## config.mk

```make
export PLATFORM = sky130hd
export DESIGN_NAME = wlp_ctrl
export DESIGN_NICKNAME = d
export VERILOG_FILES = /design/src/rtl/core/wlp_pkg.sv /design/src/rtl/core/wlp_ctrl.sv
export SDC_FILE = /design/constraint.sdc
export NUM_CORES = 1
export LEC_CHECK = 0
export ABC_AREA = 0
export BUFFER_PORTS_ARGS = -buffer_cell sky130_fd_sc_hd__buf_4
export CAP_MARGIN = 20
export CELL_PAD_IN_SITES_DETAIL_PLACEMENT = 0
export CELL_PAD_IN_SITES_GLOBAL_PLACEMENT = 2
export CORE_MARGIN = 2
export CORE_UTILIZATION = 10
export CTS_CLUSTER_SIZE = 40
export DETAILED_ROUTE_END_ITERATION = 10
export PLACE_DENSITY_LB_ADDON = 0.1
export SETUP_SLACK_MARGIN = 0.1
export SLEW_MARGIN = 20
export SYNTH_ARGS = -nofsm -noshare
export SYNTH_HDL_FRONTEND = slang
export SYNTH_SLANG_ARGS = --single-unit
```

## constraint.sdc

```tcl
create_clock -name clk -period 3 [get_ports clk]
set_input_delay 0.15 -clock clk [delete_from_list [all_inputs] [get_ports clk]]
set_output_delay 0.15 -clock clk [all_outputs]
set_load 0.02 [all_outputs]
```

## src/rtl/core/wlp_pkg.sv

```systemverilog
// Package for the waypoint list pool: constants, payload structs, FSM state type
// and controller/datapath command and status structs. No dependencies.
package wlp_pkg;

    localparam int POOL_DEPTH = 64;
    localparam int IDX_W      = $clog2(POOL_DEPTH);
    localparam int CNT_W      = 7;
    localparam int ID_W       = 15;

    localparam logic [1:0] ACT_APPEND = 2'd0;
    localparam logic [1:0] ACT_DELETE = 2'd1;
    localparam logic [1:0] ACT_GET    = 2'd2;
    localparam logic [1:0] ACT_CLEAR  = 2'd3;

    localparam logic [1:0] ST_OK        = 2'd0;
    localparam logic [1:0] ST_FULL      = 2'd1;
    localparam logic [1:0] ST_NOT_FOUND = 2'd2;

    typedef struct packed {
        logic [1:0]        action;
        logic signed [15:0] pos_x;
        logic signed [15:0] pos_y;
        logic signed [15:0] pos_z;
        logic [ID_W-1:0]   target_id;
    } wlp_in_t;

    typedef struct packed {
        logic [1:0]         status;
        logic [ID_W-1:0]    result_id;
        logic signed [15:0] out_x;
        logic signed [15:0] out_y;
        logic signed [15:0] out_z;
        logic [CNT_W-1:0]   entry_count;
    } wlp_out_t;

    typedef enum logic [3:0] {
        S_IDLE,
        S_SCAN_FREE,
        S_APPEND,
        S_RD_HEAD,
        S_CHK_HEAD,
        S_CHK_TAIL,
        S_WALK_RD,
        S_WALK_CHK,
        S_UNLINK_NEXT,
        S_UNLINK_PREV,
        S_REPORT
    } wlp_state_t;

    typedef enum logic [2:0] {
        RD_NONE,
        RD_HEAD,
        RD_TAIL,
        RD_CUR,
        RD_PREV_OF_CUR
    } wlp_rdsel_t;

    typedef struct packed {
        logic       load;
        logic       clear;
        logic       scan_step;
        logic       do_append;
        wlp_rdsel_t rd_sel;
        logic       del_head;
        logic       del_tail;
        logic       walk_start;
        logic       walk_step;
        logic       unlink_next;
        logic       unlink_prev;
        logic [1:0] set_status;
        logic       set_status_en;
        logic       report;
    } wlp_cmd_t;

    typedef struct packed {
        logic [1:0] action;
        logic       scan_free;
        logic       scan_done;
        logic       empty;
        logic       rd_match;
        logic       walk_done;
    } wlp_stat_t;

endpackage

```

## src/rtl/core/wlp_ctrl.sv

```systemverilog
// Controller state machine of the waypoint list pool; sequences scans, walks
// and unlinks through the datapath. Depends on wlp_pkg.
module wlp_ctrl (
    input  logic               clk,
    input  logic               rst_n,
    input  logic               start,
    output logic               busy,
    input  wlp_pkg::wlp_in_t   item,
    input  wlp_pkg::wlp_stat_t stat,
    output wlp_pkg::wlp_cmd_t  cmd
);
    import wlp_pkg::*;

    wlp_state_t state_reg, state_next;

    always_ff @(posedge clk or negedge rst_n)
    begin
        if (!rst_n)
            state_reg <= S_IDLE;
        else
            state_reg <= state_next;
    end

    always_comb
    begin
        state_next = state_reg;
        cmd        = '0;
        cmd.rd_sel = RD_NONE;
        busy       = (state_reg != S_IDLE);
        unique case (state_reg)
            S_IDLE:
            begin
                if (start)
                begin
                    cmd.load   = 1'b1;
                    unique case (item.action)
                        ACT_APPEND: state_next = S_SCAN_FREE;
                        ACT_DELETE: state_next = S_RD_HEAD;
                        ACT_GET:    state_next = S_RD_HEAD;
                        default:
                        begin
                            cmd.clear         = 1'b1;
                            cmd.set_status_en = 1'b1;
                            cmd.set_status    = ST_OK;
                            state_next        = S_REPORT;
                        end
                    endcase
                end
            end
            S_SCAN_FREE:
            begin
                cmd.scan_step = 1'b1;
                if (stat.scan_free)
                begin
                    cmd.set_status_en = 1'b1;
                    cmd.set_status    = ST_OK;
                    state_next        = S_APPEND;
                end
                else if (stat.scan_done)
                begin
                    cmd.set_status_en = 1'b1;
                    cmd.set_status    = ST_FULL;
                    state_next        = S_REPORT;
                end
            end
            S_APPEND:
            begin
                cmd.do_append = 1'b1;
                state_next    = S_REPORT;
            end
            S_RD_HEAD:
            begin
                cmd.walk_start = 1'b1;
                if (stat.empty)
                begin
                    cmd.set_status_en = 1'b1;
                    cmd.set_status    = ST_NOT_FOUND;
                    state_next        = S_REPORT;
                end
                else if (stat.action == ACT_GET)
                    state_next = S_WALK_RD;
                else
                begin
                    cmd.rd_sel = RD_HEAD;
                    state_next = S_CHK_HEAD;
                end
            end
            S_CHK_HEAD:
            begin
                cmd.rd_sel = RD_TAIL;
                if (stat.rd_match)
                begin
                    cmd.del_head      = 1'b1;
                    cmd.set_status_en = 1'b1;
                    cmd.set_status    = ST_OK;
                    state_next        = S_REPORT;
                end
                else
                    state_next = S_CHK_TAIL;
            end
            S_CHK_TAIL:
            begin
                if (stat.rd_match)
                begin
                    cmd.del_tail      = 1'b1;
                    cmd.set_status_en = 1'b1;
                    cmd.set_status    = ST_OK;
                    state_next        = S_REPORT;
                end
                else
                    state_next = S_WALK_RD;
            end
            S_WALK_RD:
            begin
                cmd.rd_sel = RD_CUR;
                if (stat.walk_done)
                begin
                    cmd.set_status_en = 1'b1;
                    cmd.set_status    = ST_NOT_FOUND;
                    state_next        = S_REPORT;
                end
                else
                    state_next = S_WALK_CHK;
            end
            S_WALK_CHK:
            begin
                if (stat.rd_match)
                begin
                    cmd.set_status_en = 1'b1;
                    cmd.set_status    = ST_OK;
                    state_next = (stat.action == ACT_GET) ? S_REPORT : S_UNLINK_NEXT;
                end
                else
                begin
                    cmd.walk_step = 1'b1;
                    state_next    = S_WALK_RD;
                end
            end
            S_UNLINK_NEXT:
            begin
                // write next[prev]=next, latch prev in slot_reg, hold cur's entry
                cmd.unlink_next = 1'b1;
                cmd.rd_sel      = RD_CUR;
                state_next      = S_UNLINK_PREV;
            end
            S_UNLINK_PREV:
            begin
                cmd.unlink_prev = 1'b1;
                state_next      = S_REPORT;
            end
            S_REPORT:
            begin
                cmd.report = 1'b1;
                state_next = S_IDLE;
            end
            default:
                state_next = S_IDLE;
        endcase
    end

`ifndef SYNTHESIS
    a_report_idle: assert property (@(posedge clk) disable iff (!rst_n)
        cmd.report |=> state_reg == S_IDLE)
        else $error("report not followed by idle");
    a_load_idle: assert property (@(posedge clk) disable iff (!rst_n)
        cmd.load |-> !busy)
        else $error("load while busy");
    a_one_del: assert property (@(posedge clk) disable iff (!rst_n)
        $countones({cmd.del_head, cmd.del_tail, cmd.unlink_next, cmd.do_append}) <= 1)
        else $error("conflicting list updates");
`endif
endmodule

```

==> results of run 1 <==
metrics by stage:
| step | setup slack, ns | instances | power, mW | hold slack [ns] | area, um2 |
|---|---|---|---|---|---|
| after floorplan | 1.403 | 74 | 0.4630 | -0.1456 | 499.2 |
| after global routing | 0.8714 | 168 | 0.8140 | 0.2859 | 817.0 |
| final | 0.9891 | 168 | 0.7520 | 0.2696 | 817.0 |
| after global placement | 1.137 | 164 | 0.6654 | -0.05424 | 765.7 |
| after CTS | 0.9859 | 168 | 0.7622 | 0.2695 | 817.0 |
| after detailed placement | 1.219 | 164 | 0.6472 | -0.05357 | 765.7 |
power by group through the flow:
stage | Sequential, mW | Clock [mW] | Combinational [mW]
final | 0.165 | 0.111 | 0.476
after global routing | 0.171 | 0.120 | 0.523
after CTS | 0.165 | 0.114 | 0.484
after detailed placement | 0.165 | 0 | 0.482
after global placement | 0.175 | 0 | 0.490
after floorplan | 0.0942 | 0 | 0.369
final timing paths:
kind / from / to / slack, ns / cells after the start
worst max-delay path: state_reg[0]$_DFFE_PN0P_ / cmd[1] / 0.99 / 4
worst min-delay path: rst_n / state_reg[2]$_DFFE_PN0P_ / 0.27 / 2
worst max register to register: state_reg[0]$_DFFE_PN0P_ / state_reg[1]$_DFFE_PN0P_ / 1.29 / 6
worst min register to register: state_reg[3]$_DFFE_PN0P_ / state_reg[3]$_DFFE_PN0P_ / 0.83 / 2
max in group asynchronous: rst_n / state_reg[3]$_DFFE_PN0P_ / 2.63 / 2
min in group clk: stat[3] / state_reg[0]$_DFFE_PN0P_ / 0.27 / 4
cells in the final DEF, fill, tap and decap left out, types with 2 or more instances in the layout:
cell and n:
buf_4 28, nor2_1 10, a21oi_1 8, nand2b_1 6
nand2_1 5, nor3_1 4, o21ai_0 4, dfrtp_1 4
inv_1 3, clkbuf_8 3, nand3b_1 2, nor2b_1 2
a31oi_1 2, nor3b_1 2, mux2i_1 2
final cells by class:
| class | instances | area (um2) |
|---|---|---|
| tap | 67 | 83.83 |
| sequential | 4 | 100.1 |
| clock buffer | 3 | 41.29 |
| fill | 587 | 3938 |
| inverter | 4 | 15.01 |
| timing repair buffer | 29 | 220.2 |
| multi-input combinational | 61 | 356.6 |
what timing repair did:
action,in CTS,in global routing
setup endpoints to repair,0,0
endpoints found under the hold margin,4,0
hold buffers,1,0
cells by family after synthesis:
family / Yosys count / synth area share
flip-flops: 4 / 0.2005
AND/OR/NAND/NOR: 36 / 0.3910
buffers and inverters: 9 / 0.08521
multiplexers: 2 / 0.04010
AO/OA/AOI/OAI: 22 / 0.2757
other: 1 / 0.007512
routing by layer:
layer | up-vias | track usage
li1 | 312 | -
met5 | - | 0
met1 | 290 | 0.09165
met4 | 0 | 0.02976
met2 | 19 | 0.1131
met3 | 2 | 0.01740
==> results.cfg, run 1 <==
[power]
power_switching_mw = 0.3819
power-per-cell-area_nw_per_um2 = 920.4
power_frac_seq = 0.220
pwr-share-clk = 0.147
p_sw_frac = 0.5078
ir_drop_uv = 121.9
p_int_mw = 0.3701
combPwrFrac = 0.633
p_leak_nw = 0.3647

[die]
die_h_um = 74.66
rows = 25
pin_count = 93
die_area_um2 = 5573
fp.dieW_um = 74.66
core-area_um2 = 4755
initial_core_util = 0.1050

[finish]
nets = 178
drive_gt1_frac = 0.3564
antenna_cells = 0
area_growth_pct = 63.66
fin_util = 0.1718
largest_reg_flops = 4

[placement]
dp_hpwl_um = 1535
place_congestion = 0.6265
numPortBuffers = 28

[drt]
wire_per_inst_um = 11.59
drt_iter0_drc = 18
met2WireLength_um = 971
highest_layer = met4
wirelength_um = 1947
avgViaCountPerCell = 3.708
drc = 0
first_pass_iters = 4
ant_nets = 0
met1_length_um = 871
vias = 623
route.met3.wl_um = 94

[logic_synthesis]
ys_top_cells_by_count = nor2_1 (10), a21oi_1 (8), nand2b_1 (6)
synth_area_per_cell_um2 = 6.746
yosysSeqAreaShare = 0.2005
synth_cell_types = 30
syn_area_um2 = 499.2
synth_flop_cell = dfrtp_1
syn_nets = 149
ys_seq_elements = 4
ys_warn_count = 0
synth-async-reset-ratio = 1.000
synth_area_leaders = dfrtp_1 (20%), a21oi_1 (8.0%), nand2b_1 (7.5%), nor2_1 (7.5%), buf_2 (4.0%)
synth-edff-count = 0
synth.top_cell.area_share = 0.2005
syn_inst = 74
yosysMostFrequentCell = nor2_1
yosys.area.top_type = dfrtp_1

[clock_network]
cts_tree = done
clkLatencyLatePin_ns = 0.22
cts_sinks = 4
htreeDepth = 1
cts-resized-gates = 0
clock_path_buffers = 2
root_buffer = clkbuf_8
numCtsBuffers = 3
post_cts_buffers = 0
path_clk_slew_ns = 0.03

[worst_setup_path]
path_class = flop to output port
critPathTopFamily = simple AND/OR/NAND/NOR gates
critPathLaunchType = flop
critical_path.max_fanout = 15
crit_chain = nand2b_1, or3_4, o221ai_1, buf_4
critical_path.max_stage_delay_ns = 0.63
crit_buf_inv = 1
cp.required_ns = 2.85
cp.arrival_ns = 1.86
worst_path_max_delay_cell = dfrtp_1
end_kind = output port

[timing]
period_minus_slack_ns = 2.011
hold_viol_final = 0
clock_skew_ns = 0.003446
max_freq_ghz = 0.4973
fin_tns_setup_ns = 0
worst_pin_slew_ns = 0.5236
rsz0062_at_grt = no
slew_violations = 0
slew_headroom = 0.6509
post-route-period-util = 0.6703
final-setup-viol-count = 0

[job]
max-cap-violations = 0

[global_routing]
grt-ovfl-total = 0
grt_pass1_wl_um = 2973
antenna_found_initial = 0
grt_pass1_vias = 609
grt_usage = 0.07093
grt_max_degree = 17

[run_status]
status = complete, no violations

[min_path]
hold_class = input port to async pin
Power figures use the tool's default switching activity.
==> run 2: changes to the inputs <==
- clock period: 3 -> 2 ns (I/O delays scaled with it)
==> results.cfg, run 2 (same netlist as run 1, synthesis figures left out) <==
[worst_setup_path]
path_class = flop to output port
end_kind = output port
critical_path.max_fanout = 10
cp.required_ns = 1.90
r2r_cells = 6
r2r_end = state_reg[1]$_DFFE_PN0P_
cp.arrival_ns = 1.66
rr_startpoint = state_reg[2]$_DFFE_PN0P_
critPathLaunchType = flop
r2r_slack_ns = 0.51

[drt]
avgViaCountPerCell = 3.688
wirelength_um = 1910
vias = 638
drc = 0
ant_nets = 0
drt_iter0_drc = 26
wire_per_inst_um = 11.04
first_pass_iters = 4

[finish]
fin_cells = 173
layout_common_cells = buf_4 (33), nor2_1 (10), a21oi_1 (8)
nFillCells = 565
largest_reg_flops = 4
final_common_cell = buf_4
drive_gt1_frac = 0.4057
nets = 183
antenna_cells = 0
area_growth_pct = 71.93

[clock_network]
root_buffer = clkbuf_8
cts_sinks = 4
numCtsBuffers = 3
post_cts_buffers = 0
clock_path_buffers = 2
htreeDepth = 1
path_clk_slew_ns = 0.03
clkLatencyLatePin_ns = 0.22
cts_tree = done

[timing]
post-route-period-util = 0.8776
fin_tns_setup_ns = 0
hold_viol_final = 0
period_minus_slack_ns = 1.755
clock_skew_ns = 0.001579
final-setup-viol-count = 0
rsz0062_at_grt = no
max_freq_ghz = 0.5697
slew_violations = 0

[die]
pin_count = 93
fp.dieW_um = 74.66
initial_core_util = 0.1050
die_area_um2 = 5573
rows = 25
die_h_um = 74.66
core-area_um2 = 4755

[power]
ir_drop_uv = 233.6
p_leak_nw = 0.3883
power-per-cell-area_nw_per_um2 = 1389

[global_routing]
grt_usage = 0.07426
grt_pass1_vias = 645
grt_max_degree = 13
grt_pass1_wl_um = 3098
grt-ovfl-total = 0
antenna_found_initial = 0

[placement]
dp_hpwl_um = 1605
numPortBuffers = 28
place_congestion = 0.6528
place_inst = 169

[min_path]
hold_class = input port to async pin

[job]
max-cap-violations = 0

[run_status]
status = complete, no violations
[run 2: critical path, stage by stage, from the launching register on]
cell,delay (ns)
dfrtp_1,0.47
buf_4,0.21
or3_4,0.38
nor3b_1,0.20
buf_4,0.17
[run 2: how the worst max path moves through the flow]
| stage | to | cells after the start | startpoint | slack, ns |
|---|---|---|---|---|
| 4_1_cts | cmd[1] | 5 | state_reg[3]$_DFFE_PN0P_ | 0.17 |
| 3_5_place_dp | cmd[1] | 5 | state_reg[3]$_DFFE_PN0P_ | 0.42 |
| 3_3_place_gp | cmd[1] | 5 | state_reg[3]$_DFFE_PN0P_ | 0.37 |
| 2_1_floorplan | cmd[2] | 3 | state_reg[1]$_DFFE_PN0P_ | 0.45 |
| 5_1_grt | cmd[2] | 4 | state_reg[2]$_DFFE_PN0P_ | 0.15 |
| 6_report | cmd[2] | 4 | state_reg[2]$_DFFE_PN0P_ | 0.24 |
[run 2: timing repair]
action,4_1_cts,5_1_grt
resized for setup,0,2
hold buffers,1,0
setup endpoints to repair,0,2
hold endpoints to repair,4,0
[run 2: area by class of cell]
cell class,count,area [um2],share of cell area
timing repair buffer,34,257.7,0.3003
sequential,4,101.3,0.1181
multi-input combinational,61,359.1,0.4184
clock buffer,3,41.29,0.04810
tap,67,83.83,0.09767
inverter,4,15.01,0.01749
[run 2: per-layer routing]
| layer | wire, um | share of wire | track usage | vias up |
|---|---|---|---|---|
| met4 | 19 | 0.0099 | 0.02976 | 0 |
| met2 | 915 | 0.48 | 0.1141 | 21 |
| met5 | 0 | 0 | 0 | - |
| met3 | 124 | 0.065 | 0.01473 | 4 |
| li1 | - | - | - | 321 |
| met1 | 851 | 0.45 | 0.1022 | 292 |
[run 2: report_power, final]
part	internal [mW]	total (mW)	leakage [nW]	switching, mW
logic	0.362	0.822	0.317	0.459
registers	0.119	0.198	0.0497	0.0789
clock network	0.129	0.173	0.0216	0.0443
total	0.610	1.19	0.388	0.582
[run 2: per-stage QoR]
stage               setup WS (ns)  hold WS (ns)    util  area [um2]  total power, mW
finish                     0.2448        0.2068  0.1805       858.3            1.192
global route               0.1471        0.2224  0.1805       858.3            1.311
CTS                        0.1723        0.2117  0.1797       854.6            1.213
detailed placement         0.4222       -0.1014  0.1689       803.3            1.032
global placement           0.3674       -0.1038  0.1689       803.3            1.059
floorplan                  0.4535       -0.1956       -       499.2           0.6945
